[config.mk]
export PLATFORM = sky130hd
export DESIGN_NAME = geohash_encoder
export DESIGN_NICKNAME = d
export VERILOG_FILES = /design/src/rtl/core/gh_pkg.sv /design/src/rtl/core/gh_bisect.sv /design/src/rtl/core/gh_digit.sv /design/src/rtl/core/gh_outreg.sv /design/src/rtl/core/geohash_encoder.sv
export SDC_FILE = /design/constraint.sdc
export NUM_CORES = 1
export LEC_CHECK = 0
export ABC_AREA = 1
export ABC_CLOCK_PERIOD_IN_PS = 7100
export BUFFER_PORTS_ARGS = -buffer_cell sky130_fd_sc_hd__buf_2
export CAP_MARGIN = 10
export CORE_MARGIN = 8
export CORE_UTILIZATION = 50
export CTS_CLUSTER_DIAMETER = 30
export DETAILED_ROUTE_END_ITERATION = 10
export MAX_ROUTING_LAYER = met4
export PLACE_DENSITY = 0.7
export SLEW_MARGIN = 20
export SYNTH_ARGS = -nofsm -noshare
export SYNTH_HDL_FRONTEND = slang
export SYNTH_SLANG_ARGS = --single-unit
export TNS_END_PERCENT = 5
[constraint.sdc]
create_clock -name clk -period 7.1 [get_ports clk]
set_input_delay 0.355 -clock clk [delete_from_list [all_inputs] [get_ports clk]]
set_output_delay 0.355 -clock clk [all_outputs]
set_load 0.05 [all_outputs]
[src/rtl/core/gh_pkg.sv]
// Shared types, constants and the base-32 character table of the geohash encoder.
package gh_pkg;

  localparam int unsigned MAX_CHARS = 12;

  // Valid coordinate limits, in units of 1e-7 degree.
  localparam logic signed [31:0] LAT_HALF = 32'sd900000000;
  localparam logic signed [31:0] LON_HALF = 32'sd1800000000;

  // Full interval widths. The 2^30 fraction scale cancels out of the
  // bisection, so the residues are kept without it.
  localparam logic [30:0] LAT_SPAN = 31'd1800000000;
  localparam logic [31:0] LON_SPAN = 32'd3600000000;

  localparam logic [255:0] ALPHABET = "0123456789bcdefghjkmnpqrstuvwxyz";

  typedef struct packed {
    logic load;
    logic step;
    logic lon_turn;
  } gh_ctl_t;

  typedef struct packed {
    logic [4:0] code;
    logic       last;
    logic       status;
  } gh_word_t;

  function automatic logic [7:0] gh_char_of(input logic [4:0] code);
    logic [4:0] idx;
    idx = ~code;
    return ALPHABET[{idx, 3'b000} +: 8];
  endfunction

endpackage

[src/rtl/core/gh_bisect.sv]
// Bisection unit: while step is set, one compare-subtract per cycle on the lon or lat residue.
module gh_bisect (
  input  logic            clk,
  input  gh_pkg::gh_ctl_t ctl,
  input  logic [31:0]     lon_off,
  input  logic [30:0]     lat_off,
  output logic            bit_out
);
  import gh_pkg::*;

  logic [31:0] lon_r, lon_nxt;
  logic [30:0] lat_r, lat_nxt;
  logic [32:0] lon_dbl;
  logic [31:0] lat_dbl;
  logic        lon_gt, lat_gt;

  // Residue times two against the full span is the same test as the
  // coordinate against the midpoint of the current interval.
  assign lon_dbl = {lon_r, 1'b0};
  assign lat_dbl = {lat_r, 1'b0};
  assign lon_gt  = lon_dbl > {1'b0, LON_SPAN};
  assign lat_gt  = lat_dbl > {1'b0, LAT_SPAN};
  assign bit_out = ctl.lon_turn ? lon_gt : lat_gt;

  always_comb begin
    lon_nxt = lon_r;
    lat_nxt = lat_r;
    if (ctl.load) begin
      lon_nxt = lon_off;
      lat_nxt = lat_off;
    end else if (ctl.step) begin
      if (ctl.lon_turn) begin
        lon_nxt = lon_gt ? 32'(lon_dbl - {1'b0, LON_SPAN}) : lon_dbl[31:0];
      end else begin
        lat_nxt = lat_gt ? 31'(lat_dbl - {1'b0, LAT_SPAN}) : lat_dbl[30:0];
      end
    end
  end

  always_ff @(posedge clk) begin
    lon_r <= lon_nxt;
    lat_r <= lat_nxt;
  end

endmodule

[src/rtl/core/gh_digit.sv]
// Character shift register: collects bisection bits, most significant first.
module gh_digit (
  input  logic            clk,
  input  gh_pkg::gh_ctl_t ctl,
  input  logic            bit_in,
  output logic [4:0]      code
);
  import gh_pkg::*;

  logic [4:0] code_r, code_nxt;

  always_comb begin
    code_nxt = code_r;
    if (ctl.load) begin
      code_nxt = '0;
    end else if (ctl.step) begin
      code_nxt = {code_r[3:0], bit_in};
    end
  end

  always_ff @(posedge clk) begin
    code_r <= code_nxt;
  end

  assign code = code_r;

endmodule

[src/rtl/core/gh_outreg.sv]
// Output register: holds one result word and maps the code to its ASCII character.
module gh_outreg (
  input  logic             clk,
  input  logic             rst_n,
  input  logic             load,
  input  gh_pkg::gh_word_t word,
  input  logic             out_stall,
  output logic             out_valid,
  output logic [7:0]       out_hash_char,
  output logic [4:0]       out_digit_code,
  output logic             out_last,
  output logic             out_status
);
  import gh_pkg::*;

  logic       valid_r, valid_nxt;
  logic [7:0] char_r;
  logic [4:0] code_r;
  logic       last_r, status_r;

  always_comb begin
    if (load) begin
      valid_nxt = 1'b1;
    end else if (out_stall) begin
      valid_nxt = valid_r;
    end else begin
      valid_nxt = 1'b0;
    end
  end

  always_ff @(posedge clk) begin
    if (!rst_n) begin
      valid_r <= 1'b0;
    end else begin
      valid_r <= valid_nxt;
    end
  end

  // An error word carries a zero character and a zero code.
  always_ff @(posedge clk) begin
    if (load) begin
      char_r   <= word.status ? 8'h00 : gh_char_of(word.code);
      code_r   <= word.status ? 5'd0 : word.code;
      last_r   <= word.last;
      status_r <= word.status;
    end
  end

  assign out_valid      = valid_r;
  assign out_hash_char  = char_r;
  assign out_digit_code = code_r;
  assign out_last       = last_r;
  assign out_status     = status_r;

endmodule

[src/rtl/core/geohash_encoder.sv]
// Geohash encoder top level: input checks, bit sequencer and output handover.
//
//   channel | direction | handshake           | fields
//   in_     | input     | in_valid / in_stall | latitude, longitude, precision
//   out_    | output    | out_valid/out_stall | hash_char, digit_code, last, status
//
// Each character of a valid item takes five bisection steps through the single
// compare-subtract unit and then a handover of the word to the output register.
// in_stall is high from acceptance until the last character or the error word is
// handed over. Reset is synchronous and clears control state.
// While out_stall holds a full output register, the sequencer waits before each handover.
module geohash_encoder #(
  parameter int unsigned MAX_CHARS = gh_pkg::MAX_CHARS
) (
  input  logic               clk,
  input  logic               rst_n,
  input  logic               in_valid,
  output logic               in_stall,
  input  logic signed [31:0] in_latitude,
  input  logic signed [31:0] in_longitude,
  input  logic [3:0]         in_precision,
  output logic               out_valid,
  input  logic               out_stall,
  output logic [7:0]         out_hash_char,
  output logic [4:0]         out_digit_code,
  output logic               out_last,
  output logic               out_status
);
  import gh_pkg::*;

  localparam logic [1:0] ST_IDLE = 2'd0;
  localparam logic [1:0] ST_STEP = 2'd1;
  localparam logic [1:0] ST_EMIT = 2'd2;
  localparam logic [1:0] ST_ERR  = 2'd3;

  logic [1:0] state_r, state_nxt;
  logic [2:0] bitcnt_r, bitcnt_nxt;
  logic [3:0] chars_r, chars_nxt;
  logic [3:0] prec_r, prec_nxt;
  logic       turn_r, turn_nxt;

  logic        accept, in_ok, out_free, last_w, load_out;
  logic [32:0] lon_sum, lat_sum;
  logic        bit_w;
  logic [4:0]  code_w;
  gh_ctl_t     ctl;
  gh_word_t    word;

  assign in_ok = (in_latitude >= -LAT_HALF) && (in_latitude <= LAT_HALF) &&
                 (in_longitude >= -LON_HALF) && (in_longitude <= LON_HALF) &&
                 (in_precision != 4'd0) && (in_precision <= 4'(MAX_CHARS));

  assign lon_sum = 33'(in_longitude) + 33'(LON_HALF);
  assign lat_sum = 33'(in_latitude) + 33'(LAT_HALF);

  assign in_stall = state_r != ST_IDLE;
  assign accept   = in_valid && !in_stall;
  assign out_free = !out_valid || !out_stall;
  assign last_w   = 4'(chars_r + 4'd1) == prec_r;

  assign ctl.load     = accept && in_ok;
  assign ctl.step     = state_r == ST_STEP;
  assign ctl.lon_turn = turn_r;

  always_comb begin
    state_nxt  = state_r;
    bitcnt_nxt = bitcnt_r;
    chars_nxt  = chars_r;
    prec_nxt   = prec_r;
    turn_nxt   = turn_r;
    load_out   = 1'b0;
    word.code   = code_w;
    word.last   = last_w;
    word.status = 1'b0;
    unique case (state_r)
      ST_IDLE: begin
        if (accept) begin
          if (in_ok) begin
            state_nxt  = ST_STEP;
            bitcnt_nxt = '0;
            chars_nxt  = '0;
            prec_nxt   = in_precision;
            turn_nxt   = 1'b1;
          end else begin
            state_nxt = ST_ERR;
          end
        end
      end
      ST_STEP: begin
        turn_nxt   = !turn_r;
        bitcnt_nxt = 3'(bitcnt_r + 3'd1);
        if (bitcnt_r == 3'd4) begin
          state_nxt = ST_EMIT;
        end
      end
      ST_EMIT: begin
        if (out_free) begin
          load_out   = 1'b1;
          chars_nxt  = 4'(chars_r + 4'd1);
          bitcnt_nxt = '0;
          state_nxt  = last_w ? ST_IDLE : ST_STEP;
        end
      end
      ST_ERR: begin
        word.last   = 1'b1;
        word.status = 1'b1;
        if (out_free) begin
          load_out  = 1'b1;
          state_nxt = ST_IDLE;
        end
      end
      default: state_nxt = ST_IDLE;
    endcase
  end

  always_ff @(posedge clk) begin
    if (!rst_n) begin
      state_r  <= ST_IDLE;
      bitcnt_r <= '0;
      chars_r  <= '0;
      prec_r   <= '0;
      turn_r   <= 1'b1;
    end else begin
      state_r  <= state_nxt;
      bitcnt_r <= bitcnt_nxt;
      chars_r  <= chars_nxt;
      prec_r   <= prec_nxt;
      turn_r   <= turn_nxt;
    end
  end

  gh_bisect u_bisect (
    .clk     (clk),
    .ctl     (ctl),
    .lon_off (lon_sum[31:0]),
    .lat_off (lat_sum[30:0]),
    .bit_out (bit_w)
  );

  gh_digit u_digit (
    .clk    (clk),
    .ctl    (ctl),
    .bit_in (bit_w),
    .code   (code_w)
  );

  gh_outreg u_outreg (
    .clk            (clk),
    .rst_n          (rst_n),
    .load           (load_out),
    .word           (word),
    .out_stall      (out_stall),
    .out_valid      (out_valid),
    .out_hash_char  (out_hash_char),
    .out_digit_code (out_digit_code),
    .out_last       (out_last),
    .out_status     (out_status)
  );

  // An error word is always the only word of its item and carries no character.
  a_err_word: assert property (@(posedge clk) disable iff (!rst_n)
    out_valid && out_status |-> out_last && out_hash_char == 8'h00 && out_digit_code == 5'd0)
    else $error("error word malformed");

  // A good word always carries a printable character.
  a_ok_char: assert property (@(posedge clk) disable iff (!rst_n)
    out_valid && !out_status |-> out_hash_char != 8'h00)
    else $error("good word without character");

  // The sequencer never runs past the requested number of characters.
  a_chars: assert property (@(posedge clk) disable iff (!rst_n)
    (state_r == ST_STEP || state_r == ST_EMIT) |-> chars_r < prec_r)
    else $error("character count overran precision");

endmodule
# Word-level counts from Yosys, hierarchy flattened
# Cells that the tools add are included.
totals:
  ram_bits: 0
  regBits: 98
  memories: 0
  latchBits: 0
  in_bits: 72
  out_inout_bits: 17
  romBits: 0
  word_cells: 100
classes:
  n_mux: 32
  n_div: 0
  add_sub_neg: 6
  n_mul: 0
  n_lt_le_gt_ge: 7
  eq_ne: 12
  n_bitwise: 1
  reduce_logical: 28
  shift: 1
op_table:
  columns: ["cell", "n"]
  rows:
  - ["$shiftx 256x9->8 const A", 1]
  - ["$mux 32", 4]
  - ["$mux 31", 4]
  - ["$gt 33x32->1 const B", 1]
  - ["$add 32x32->32 const B", 1]
  - ["$ge 32x31->1 const B", 1]
  - ["$ge 32x32->1 const B", 1]
  - ["$gt 32x31->1 const B", 1]
  - ["$le 32x31->1 const B", 1]
  - ["$le 32x32->1 const B", 1]
  - ["$sub 32x32->32 const B", 1]
  - ["$add 31x31->31 const B", 1]
  - ["$sub 31x31->31 const B", 1]
  - ["$mux 4", 3]
  - ["$reduce_and 4->1", 3]
  - ["$mux 2", 5]
  - ["$reduce_bool 2->1", 5]
  - ["$mux 1", 9]
  - ["$mux 3", 3]
  - ["$pmux 3 s3", 1]
  - ["$ne 2x2->1 const B", 4]
  - ["$pmux 2 s4", 1]
  - ["$pmux 4 s2", 1]
  - ["$logic_and 1x1->1", 7]
  - ["18 further kinds", 26]

# Depth between registers and ports, before layout
# Gate-level depths: netlist of run 1.
depth:
  depth_word: 9
  ltp_mapped: 18
  ltp_nobuf: 15

# Hierarchy
# Synthesis of run 1 repeated with hierarchy kept, for this count alone.
hier_totals:
  hier_cells: 1360
  area_unflattened_um2: 8478.1
by_module_without_submodules:
  columns: ["module", "area_per_inst_um2", "seq_area_each_um2", "instances", "cells_each"]
  rows:
  - ["gh_bisect", 5083.6, 1891.8, 1, 806]
  - ["geohash_encoder", 2434.8, 280.3, 1, 451]
  - ["gh_outreg", 738.2, 440.4, 1, 71]
  - ["gh_digit", 221.5, 100.1, 1, 32]

# Least setup slack after synthesis of run 1
# Ideal clock, no wire load.
synth_path:
  kind: "input -> register"
  from: "in in_latitude[8]"
  to: "reg u_bisect.lon_r[0], enable pin"
  required_time_ns: 6.711
  path_stages: 15
  arrival_ns: 2.349
  n_path_buf: 2
  path_slack_ns: 4.361
  setup_ns: 0.389
  path_cell_list: "ha_1 -> nand2_1 -> nand2_1 -> nand2_1 -> nand2_1 -> nand3_1 -> nand2_1 -> nor2_1 -> nor2_1 -> nand2_1 -> nor2_2 -> nand3_2 -> buf_6 -> buf_2 -> nand2_1"
synth_between:
  elab_chain_len: 9
  elab_cells_between_ends: 11
  cone_classes: "order compare (2); reduce/logical (9)"
synth_lines:
  columns: ["element", "line", "source"]
  rows:
  - ["start, declared", "geohash_encoder.sv:19", "input logic signed [31:0] in_latitude,"]
  - ["$ge 32x31->1 / $le 32x31->1 (equally long branches)", "geohash_encoder.sv:49", "assign in_ok = (in_latitude >= -LAT_HALF) && (in_latitude <= LAT_HALF) &&"]
  - ["$logic_and 1x1->1 (*) (2 in a row)", "geohash_encoder.sv:49", null]
  - ["$logic_and 1x1->1 (*) (2 in a row)", "geohash_encoder.sv:50", "(in_longitude >= -LON_HALF) && (in_longitude <= LON_HALF) &&"]
  - ["$logic_and 1x1->1 (*)", "geohash_encoder.sv:51", "(in_precision != 4'd0) && (in_precision <= 4'(MAX_CHARS));"]
  - ["$logic_and 1x1->1 (*)", "geohash_encoder.sv:61", "assign ctl.load = accept && in_ok;"]
  - ["$reduce_bool 2->1 (no line)", null, null]
  - ["$reduce_and 2->1 (no line) (*)", null, null]
  - ["end signal, assigned", "gh_bisect.sv:41", "lon_r <= lon_nxt;"]
  - ["end, declared", "gh_bisect.sv:11", "logic [31:0] lon_r, lon_nxt;"]
# Every way passes the cells marked *; elsewhere a longest branch is shown, timed or not.
# A chain may end at the register's enable or synchronous reset.

# Final worst setup path of run 1
layout_path:
  from: "reg u_bisect.lat_r[9]"
  to: "reg u_bisect.lat_r[10], data pin"
layout_between:
  elab_chain_len: 5
  elab_cells_between_ends: 6
  cone_classes: "add/sub (1); order compare (1); mux (4)"
layout_lines:
  columns: ["element", "line", "source"]
  rows:
  - ["start, declared", "gh_bisect.sv:12", "logic [30:0] lat_r, lat_nxt;"]
  - ["start signal, assigned", "gh_bisect.sv:42", "lat_r <= lat_nxt;"]
  - ["$sub 31x31->31 / $gt 32x31->1 (equally long branches)", "gh_bisect.sv:35, gh_bisect.sv:22", null]
  - ["$mux 31 (*)", "gh_bisect.sv:35", "lat_nxt = lat_gt ? 31'(lat_dbl - {1'b0, LAT_SPAN}) : lat_dbl[30:0];"]
  - ["$mux 31 (*)", "gh_bisect.sv:32", "if (ctl.lon_turn) begin"]
  - ["$mux 31 (*)", "gh_bisect.sv:31", "end else if (ctl.step) begin"]
  - ["$mux 31 (*)", "gh_bisect.sv:28", "if (ctl.load) begin"]
  - ["net u_bisect.lat_nxt[10]", "gh_bisect.sv:12", null]
# The timed path passes the listed nets; every way through them passes the cells marked *. The select of a mux whose other input is x is not followed.

==> impl_results.md, run 1 <==
- Clock transition at path regs: around 0.07 ns
- Die Span Y: 138 um
- DRC: 0
- Status: finished clean
- Grt ovf: 0
- Power Density: ~330 nW/um^2
- Slowest stage delay, CP: about 0.75 ns
- Number of I/O port buffers: 87
- Power Total: ~0.0027 W
- WL/cell: between 10 and 15 um
- Num CTS Buffers: 9
- Total GRT Usage: 20.5%
- RSZ-0062 raised after global routing: no
- Fin crit share: a little under half
- Hold slack: between 0.2 and 0.3 ns
- Initial drt markers: between 500 and 600
- Multi-input gate area: approximately 4000 sq um
- RePlAce Congestion: just over 0.9
- Hold path startpoint: in_precision[0]
- CTS tree: built
- Distinct cells, synth: 39
- Setup tns final: 0 ns
- Via density: approximately 5.2
- I/O pin cnt: 89
- Initial antenna violation count: 0
- Commonest non-fill, non-tap cell in the layout: nand2_1
- Ys Warns: 0
- CP Launch Type: flop
- Worst setup EP type: flop
- Area grow syn2layout: 10.9%
- First-pass GRT wire length: a little over 30,000 um
- Nets@finish: between 1,000 and 1,500
- H-tree levels: 3
- Root Driver: clkbuf_16
- Critical path fanouts, max: 27
- Vias in the first global route: roughly 6,500
- Slew @ Worst Pin: 0.904 ns
- Crit path required time: a little over 7 ns
- Critical Path, Cell by Cell: inv_1 > ha_1 > nand3b_1 > nor4_1 > nand4_1 > nand2_1 > clkinv_1 > o211ai_1 > o21ai_1
- Async set or reset register ratio after synthesis: 0%
- Max-Cap Viols: 0
- WP data arrival: around 3.4 ns
- Final hold viol count: 0
- Storage cell area: between 2000 and 3000 sq um
- Synth Area per Inst: 6.83 sq um
- Clk_lat worst skew: approximately 0.34 ns
- Leakage power: slightly below 4 nW
- Critical path's slowest cell: clkinv_1
- Mapped Nets: 1,171
- Slew margin rel.: slightly below 40%
- Die footprint: 19,000 sq um
- Initial Util: about half
- Final WL: roughly 19,000 um
- Final setup viols: 0
- FP Rows: between 40 and 50
- Synth Cell Area: approximately 7400 sq um
- Met3 Resource Use GR: 2.52%
- Post-synth EDFFs: between 70 and 80
- Layout cells sized above 1: a little over a tenth
- #FFs+latches synth: 97
- CTS sink cnt: 97
- Cells after Synth: 1,085
- Fin. max-slew vios: 0
- Reg2Reg Launch Point: u_bisect.lat_r[9]
- Post-route minimum period: 3.34 ns
- Iteration count of the initial detailed-routing pass: 5
- Antenna diodes: 0
- Layer with the highest usage: met2
- Setup Fix Bufs, Post-CTS: 0
- Critical Setup Path Class: flop to flop
- VDD IR-drop max: roughly 0.26 mV
- Hold Path Class: input port to flop
- Filler Cell Count: between 1,000 and 1,500
- Max Clk Rate: between 0.2 and 0.3 GHz
- Most frequent cells in the layout: 309 x nand2_1, 147 x nor2_1, 136 x inv_1, 87 x buf_2, 77 x edfxtp_1
- Largest net degree at the start of global routing: 91
- Met1 usage: between 20% and 30%
- Number of hold buffers added after cts: 0
- Seq/Total Area, Yosys: 36.6%
- Post_cts resized: 0
- # placed instances: 1,328
- CP Launch Point: u_bisect.lat_r[9]
- Die Wd: ~140 um
- Core area: 14,500 sq um
- Final cell count without fillers: around 1,300
- Longest Clk Path Bufs: 2
- Detail Route Antenna Nets: 0
- Met2 Use GR: a little under a third
- Via count: about 7,000
- Worst Skew: between 0.007 and 0.008 ns
- Post-DP HPWL: around 14,000 um
- Commonest register cell after synthesis: edfxtp_1
[cells in the mapped netlist (2+ instances only)]
cell type	count	share of area, %
edfxtp_1	77	31
a21o_1	2	0.20
a21oi_1	45	3.0
o22ai_1	4	0.34
xor2_1	47	5.6
xnor2_1	13	1.5
nor4_1	2	0.17
nor2_2	3	0.25
inv_1	136	6.9
o21bai_1	2	0.20
nand4_1	18	1.5
nand2_2	2	0.17
o21ai_0	51	3.4
o21ai_1	26	1.8
buf_2	15	1.0
nor3_1	18	1.2
ha_1	14	2.4
nand2_1	309	16
nand3_1	73	4.9
o211ai_1	5	0.51
a31oi_1	11	0.93
a211oi_1	5	0.51
dfxtp_1	20	5.4
or2_2	2	0.17
nand3b_1	5	0.51
clkinv_1	3	0.15
buf_4	2	0.20
buf_6	9	1.4
nor2_1	148	7.5
inv_2	5	0.25
clkbuf_1	5	0.25
[per-layer routing]
| metal | wire length, um | vias to the layer above |
|---|---|---|
| li1 | - | 3661 |
| met1 | 9150 | 3165 |
| met2 | 8580 | 176 |
| met3 | 858 | 14 |
| met4 | 248 | 0 |
| met5 | 0 | - |
[cell type report]
type / count / share of cell area, %
inverter: 144 / 6.57
multi-input combinational: 813 / 48.2
clock inverter: 6 / 0.852
sequential: 97 / 33.0
tap: 184 / 2.80
timing repair buffer: 90 / 5.57
clock buffer: 10 / 3.04
[registers in the layout, indices dropped and copies added, names as in the netlist, 2 cells and up]
register and count:
bitcnt_r 3, chars_r 4, prec_r 4, state_r 2
u_bisect.lat_r 31, u_bisect.lon_r 32, u_digit.code 5, u_outreg.out_digit_code 5
u_outreg.out_hash_char 7
[cell families (layout without fill, tap and decap cells)]
group / after synthesis / count (layout) / share of synthesized area (%)
other: 1 / 1 / 0.0506
buffers and inverters: 175 / 250 / 10.1
AOI/OAI and AO/OA: 155 / 155 / 11.4
DFF: 97 / 97 / 36.6
adders and majority gates: 14 / 14 / 2.36
xor gates and xnor gates: 60 / 60 / 7.09
and+or+nand+nor: 583 / 583 / 32.4
[worst max-delay path, delay by kind of cell (launching register included)]
kind | cells | cell delay [ns]
buffers and inverters | 2 | 0.87
AND/OR/NAND/NOR | 4 | 1.04
adder cells (fa/ha/maj) | 1 | 0.16
flip-flops | 1 | 0.40
AO/OA/AOI/OAI | 2 | 0.59
[final timing paths]
check	to	slack, ns	depth (start not counted)
hold reg to reg	prec_r[3]	0.47	2
hold / removal	prec_r[0]	0.26	3
setup / recovery	u_bisect.lat_r[10]	3.76	9
setup reg to reg	u_bisect.lat_r[10]	3.76	9
[where the power goes]
group          total [W]  leakage, nW  internal [W]  switching, W
Combinational    0.00116         2.82      0.000368      0.000788
Clock           0.000523        0.159      0.000299      0.000224
Sequential       0.00101        0.875      0.000883      0.000127
[through the flow]
step	util, %	worst slack [ns]	instance area, sq um
after global placement	54.4	3.82	7900
after floorplan	-	4.36	7410
after CTS	56.6	3.81	8220
after global routing	56.6	3.51	8220
final	56.6	3.76	8220
after detailed placement	54.4	3.74	7900
Power figures use the tool's default switching activity.
==> inputs of run 2 (changes only) <==
--- a/config.mk
+++ b/config.mk
@@ -6,7 +6,7 @@
 export NUM_CORES = 1
 export LEC_CHECK = 0
 export ABC_AREA = 1
-export ABC_CLOCK_PERIOD_IN_PS = 7100
+export ABC_CLOCK_PERIOD_IN_PS = 2800
 export BUFFER_PORTS_ARGS = -buffer_cell sky130_fd_sc_hd__buf_2
 export CAP_MARGIN = 10
 export CORE_MARGIN = 8
@@ -14,7 +14,7 @@
 export CTS_CLUSTER_DIAMETER = 30
 export DETAILED_ROUTE_END_ITERATION = 10
 export MAX_ROUTING_LAYER = met4
-export PLACE_DENSITY = 0.7
+export PLACE_DENSITY = 0.73
 export SLEW_MARGIN = 20
 export SYNTH_ARGS = -nofsm -noshare
 export SYNTH_HDL_FRONTEND = slang
==> constraint.sdc (replaced) <==
create_clock -name clk -period 2.8 [get_ports clk]
set_input_delay 0.14 -clock clk [delete_from_list [all_inputs] [get_ports clk]]
set_output_delay 0.14 -clock clk [all_outputs]
set_load 0.05 [all_outputs]
==> impl_results.md, run 2 (same netlist as run 1, synthesis figures left out) <==
- DRC: 0
- Power Total: 0.00687 W
- Final WL: 19,000 um
- Post-DP HPWL: 14,600 um
- RSZ-0062 raised after global routing: no
- Nets@finish: approximately 1,200
- Max-Cap Viols: 0
- Total GRT Usage: 21.3%
- Clk_lat worst skew: approximately 0.36 ns
- Initial Util: 51.0%
- First-pass GRT wire length: about 32,000 um
- Most frequent cells in the layout: 309 x nand2_1, 148 x nor2_1, 136 x inv_1, 87 x buf_2, 77 x edfxtp_1
- Clock transition at path regs: ~0.07 ns
- Core area: about 15,000 sq um
- Longest Clk Path Bufs: 2
- Leakage power: 3.91 nW
- Setup tns final: 0 ns
- Antenna diodes: 0
- Number of I/O port buffers: 87
- Num CTS Buffers: 9
- Crit path required time: just under 3 ns
- Power Density: 825 nW/um^2
- H-tree levels: 3
- Final hold viol count: 0
- Critical Path, Cell by Cell: inv_1 > ha_1 > nand3b_1 > nor4_1 > nand4_1 > nand2_1 > clkinv_1 > buf_12 > a21o_1 > nand3_1 > o21ai_1
- CP delay by family, top: buffers and inverters
- Via count: slightly above 7,000
- Largest net degree at the start of global routing: between 60 and 70
- WP data arrival: 2.37 ns
- Grt ovf: 0
- I/O pin cnt: between 80 and 90
- Fin. max-slew vios: 0
- Storage cell area: 2710 sq um
- Via density: approximately 5.3
- Hold Path Class: input port to flop
- FP Rows: 44
- Max Clk Rate: 0.442 GHz
- Setup Fix Bufs, Post-CTS: 0
- Die footprint: roughly 19,000 sq um
- Final setup viols: 0
- Initial drt markers: around 610
- Commonest non-fill, non-tap cell in the layout: nand2_1
- Critical Setup Path Class: flop to flop
- Multi-input gate area: around 4000 sq um
- Worst setup EP type: flop
- RePlAce Congestion: 0.935
- WL/cell: approximately 14 um
- Buf/Inv on CP: 3
- Critical path fanouts, max: 19
- Post_cts resized: 0
- Vias in the first global route: between 6,000 and 7,000
- Area grow syn2layout: 12.3%
- Initial antenna violation count: 0
- VDD IR-drop max: approximately 0.68 mV
- Core Util, Final: a little under three fifths
- DP Worst Slack: ~0.44 ns
- Critical path's slowest cell: edfxtp_1
- Slowest stage delay, CP: 0.38 ns
- Iteration count of the initial detailed-routing pass: 5
- Post-route minimum period: 2.26 ns
- CTS sink cnt: 97
- Status: finished clean
- Fin worst setup slack: around 0.54 ns
- Fin crit share: between 80% and 90%
- Max reg flops: 32
- CTS tree: built
- CP Launch Type: flop
- Layout cells sized above 1: between 10 and 15%
- Detail Route Antenna Nets: 0
- Worst Skew: roughly 0.0084 ns
- Die Wd: 138 um
- Number of hold buffers added after cts: 0
- Root Driver: clkbuf_16
- Top reg by flops: u_bisect.lon_r
- Filler Cell Count: 1,423
- Die Span Y: between 100 and 150 um
run 2: changes by cell type in the layout (fill, tap and decap cells not counted):
cell       change
clkbuf_16      -1
inv_6          -2
nor2_1         +1
buf_4          +2
inv_8          +1
clkbuf_8       +1
nor2_2         -1
clkinv_4       +1
buf_12         +5
run 2: cell type report:
type,instances,share of cell area [%]
Clock buffer,10,2.87
Multi-Input combinational cell,813,47.5
Sequential cell,97,32.6
Timing Repair Buffer,97,6.88
Inverter,144,6.49
Clock inverter,6,0.872
Tap cell,184,2.76
run 2: per-layer routing:
metal  part of all wire, %  vias up  track usage, %
li1                      -     3666               -
met1                    48     3242            29.1
met2                    45      216            32.1
met3                   5.1       23            3.90
met4                   1.6        0            4.84
met5                     0        -               -
run 2: where the power goes:
| part | internal, W | switching, W |
|---|---|---|
| sequential | 0.00224 | 0.000312 |
| combinational | 0.00101 | 0.00200 |
| clock | 0.000730 | 0.000582 |
run 2: per-stage QoR:
step	instance area, sq um	cells	hold WS, ns
after global routing	8330	1351	0.0313
final	8330	1351	0.0366
after global placement	8020	1335	0.395
after CTS	8330	1351	0.0286
after floorplan	7410	1085	0.225
after detailed placement	8020	1335	0.401
run 2: path summary, 6_finish.rpt:
check / slack [ns] / start / cells after the start / end
worst min register to register: 0.47 / prec_r[3] / 2 / prec_r[3]
worst max-delay path: 0.54 / u_bisect.lat_r[9] / 11 / u_bisect.lat_r[20]
worst max register to register: 0.54 / u_bisect.lat_r[9] / 11 / u_bisect.lat_r[20]
worst min-delay path: 0.04 / rst_n / 2 / turn_r
run 2: worst reg2reg max path, cell delays in order, from the launching register on:
cell	delay [ns]
edfxtp_1	0.38
inv_1	0.11
ha_1	0.18
nand3b_1	0.09
nor4_1	0.21
nand4_1	0.13
nand2_1	0.12
clkinv_1	0.26
buf_12	0.26
a21o_1	0.16
nand3_1	0.06
o21ai_1	0.06
==> inputs of run 3 (changes only) <==
--- a/config.mk
+++ b/config.mk
@@ -5,8 +5,8 @@
 export SDC_FILE = /design/constraint.sdc
 export NUM_CORES = 1
 export LEC_CHECK = 0
-export ABC_AREA = 1
-export ABC_CLOCK_PERIOD_IN_PS = 2800
+export ABC_AREA = 0
+export ABC_CLOCK_PERIOD_IN_PS = 2000
 export BUFFER_PORTS_ARGS = -buffer_cell sky130_fd_sc_hd__buf_2
 export CAP_MARGIN = 10
 export CORE_MARGIN = 8
==> constraint.sdc (replaced) <==
create_clock -name clk -period 2 [get_ports clk]
set_input_delay 0.1 -clock clk [delete_from_list [all_inputs] [get_ports clk]]
set_output_delay 0.1 -clock clk [all_outputs]
set_load 0.05 [all_outputs]
==> impl_results.md, run 3 <==
- Status: finished, violations left
- Failing checks: negative setup slack
- Initial antenna violation count: 0
- Final WL: 20,600 um
- Core area: 13,700 sq um
- Largest net degree at the start of global routing: 32
- First-pass GRT wire length: around 33,000 um
- DP Worst Slack: -0.796 ns
- Initial drt markers: around 540
- Initial Util: about 50%
- Number of I/O port buffers: between 80 and 90
- Synth area leaders: edfxtp_1 34%, xnor2_1 5.8%, dfxtp_1 5.8%
- Int Power: about 0.0054 W
- H-tree levels: 3
- Power Total: slightly above 0.008 W
- Sequential Power Share: a little over a third
- Clk_lat worst skew: about 0.36 ns
- Filler Cell Count: 1,009
- RSZ-0062 raised after global routing: yes
- Synth Area per Inst: about 9.4 sq um
- Ys Warns: 0
- Die Span Y: 133 um
- Worst setup EP type: flop
- Commonest register cell after synthesis: edfxtp_1
- Flop-to-flop setup slack: -0.48 ns
- Layout cells sized above 1: slightly below 40%
- Synth Cell Area: around 6900 sq um
- Antenna diodes: 0
- Clock transition at path regs: about 0.07 ns
- Fin worst setup slack: -0.484 ns
- Max reg flops: 32
- Final setup viols: 132
- Max Clk Rate: 0.403 GHz
- #FFs+latches synth: 97
- Critical path fanouts, max: 5
- DRC: 0
- FF-to-FF End: u_bisect.lat_r[12]
- Top reg by flops: u_bisect.lon_r
- Distinct cells, synth: between 70 and 80
- Die Wd: approximately 130 um
- Nets@finish: 1,100
- CP Launch Point: u_bisect.lat_r[16]
- Die footprint: approximately 18,000 sq um
- Most frequent cells in the layout: 203 x buf_4, 87 x buf_2, 77 x edfxtp_1, 74 x nor2_1, 57 x nand2_1
- End point of the critical path: u_bisect.lat_r[12]
- Max-Cap Viols: 0
- I/O pin cnt: 89
- CTS sink cnt: 97
- Post-route minimum period: between 2 and 2.5 ns
- VDD IR-drop max: around 0.66 mV
- Post-synth top cells: 79 x nor2_1, 77 x edfxtp_1, 60 x nand2_1, 57 x a21oi_1, 46 x xnor2_1
- CP delay by family, top: simple AND/OR/NAND/NOR gates
- Seq/Total Area, Yosys: 39.3%
- Num CTS Buffers: 9
- Vias in the first global route: approximately 6,900
- Leakage power: between 4 and 5 nW
- Slew @ Worst Pin: approximately 1.0 ns
- Reg2Reg Launch Point: u_bisect.lat_r[16]
- RePlAce Congestion: around 1
- Fin crit share: 124%
- Core Util, Final: a little under three quarters
- Detail Route Antenna Nets: 0
- Fin. max-slew vios: 0
- Via count: between 6,000 and 7,000
- Sw power: 0.00296 W
- Final hold viol count: 0
- Mapped Nets: roughly 800
- Most common cell in the netlist: nor2_1
- Slew margin rel.: 31.0%
- CP Depth: 8
- CTS tree: built
- Post-synth EDFFs: between 70 and 80
- CP Launch Type: flop
- Cells after Synth: between 700 and 800
- Buf/Inv on CP: 1
- Net Sw Frac: 35.6%
- Multi-input gate area: 4160 sq um
- Power Density: 858 nW/um^2
- Storage cell area: 2710 sq um
- WP data arrival: ~2.6 ns
- Worst Skew: approximately 0.0083 ns
- Root Driver: clkbuf_16
- Commonest non-fill, non-tap cell in the layout: buf_4
- Area leader, netlist: edfxtp_1
- Top-area cell type share of the netlist area: 33.5%
- Number of hold buffers added after cts: 0
- Critical path's slowest cell: or4_4
- Via density: 5.63
- Post-DP HPWL: 15,600 um
- Longest Clk Path Bufs: 2
- WL/cell: approximately 17 um
- Critical Path, Cell by Cell: and4bb_2 > nand4b_1 > or4_4 > a31oi_4 > buf_6 > nor2_1 > xnor2_1 > a21oi_1
- Clock share of power: a little over a fifth
- Cells on worst reg2reg path: 8
- Comb pwr share: between 40% and 50%
- Slowest stage delay, CP: 0.61 ns
- Hold Path Class: input port to flop
- Async set or reset register ratio after synthesis: 0%
- Critical Setup Path Class: flop to flop
- Crit path required time: approximately 2.1 ns
- Iteration count of the initial detailed-routing pass: 7
- Area grow syn2layout: 40.5%
- Total GRT Usage: 23.0%
- FP Rows: 43
- Grt ovf: 0
run 3: worst min path at each step:
stage | slack [ns] | from | depth (start not counted) | end
floorplan | 0.23 | rst_n | 1 | bitcnt_r[0]
global placement | 0.41 | rst_n | 2 | turn_r
detailed placement | 0.42 | in_latitude[7] | 2 | u_bisect.lat_r[7]
CTS | 0.05 | in_latitude[7] | 2 | u_bisect.lat_r[7]
global route | 0.07 | in_latitude[7] | 2 | u_bisect.lat_r[7]
finish | 0.06 | in_latitude[7] | 2 | u_bisect.lat_r[7]
run 3: timing repair:
item	4_1_cts	5_1_grt
endpoints found under the setup margin	140	143
gates resized for setup	32	29
cloned	1	0
pin swaps	16	11
buffers inserted	4	0
run 3: power groups by stage:
stage                     sequential [W]  combinational (W)  clock (W)
after floorplan                  0.00315            0.00185          0
after global placement           0.00303            0.00317          0
after detailed placement         0.00306            0.00329          0
after CTS                        0.00303            0.00340    0.00177
after global routing             0.00308            0.00381    0.00184
final                            0.00304            0.00352    0.00175
run 3: through the flow:
step / TNS (ns) / cells / hold WS (ns) / instance area [sq um]
after floorplan: -86.11 / 733 / 0.226 / 6940
after global placement: -94.67 / 1178 / 0.411 / 9080
after detailed placement: -98.55 / 1178 / 0.425 / 9080
after CTS: -30.47 / 1199 / 0.0520 / 9550
after global routing: -48.10 / 1199 / 0.0732 / 9690
final: -35.73 / 1199 / 0.0635 / 9690
run 3: layout make-up:
cell class | count | share of cell area (%)
clock buffers | 11 | 2.62
clock inverters | 5 | 0.452
inverters | 28 | 1.12
multi-input cells | 573 | 42.9
flip-flops and latches | 97 | 28.0
well taps | 180 | 2.32
repair buffers | 305 | 22.6
run 3: routing by layer:
| layer | vias to the layer above | share of wire, % | GRT usage (%) |
|---|---|---|---|
| li1 | 3248 | - | - |
| met1 | 3258 | 43 | 27.9 |
| met2 | 208 | 51 | 39.3 |
| met3 | 40 | 4.5 | 2.79 |
| met4 | 0 | 2.2 | 7.24 |
| met5 | - | 0 | - |
run 3: logic make-up after synthesis:
| group | after synthesis | share of synthesized area (%) |
|---|---|---|
| AO/OA/AOI/OAI | 176 | 17.5 |
| XOR/XNOR | 85 | 10.9 |
| adder cells (fa/ha/maj) | 14 | 2.54 |
| buffers and inverters | 64 | 4.53 |
| flip-flops | 97 | 39.3 |
| multiplexers | 40 | 6.58 |
| other | 1 | 0.0544 |
| AND/OR/NAND/NOR | 256 | 18.6 |
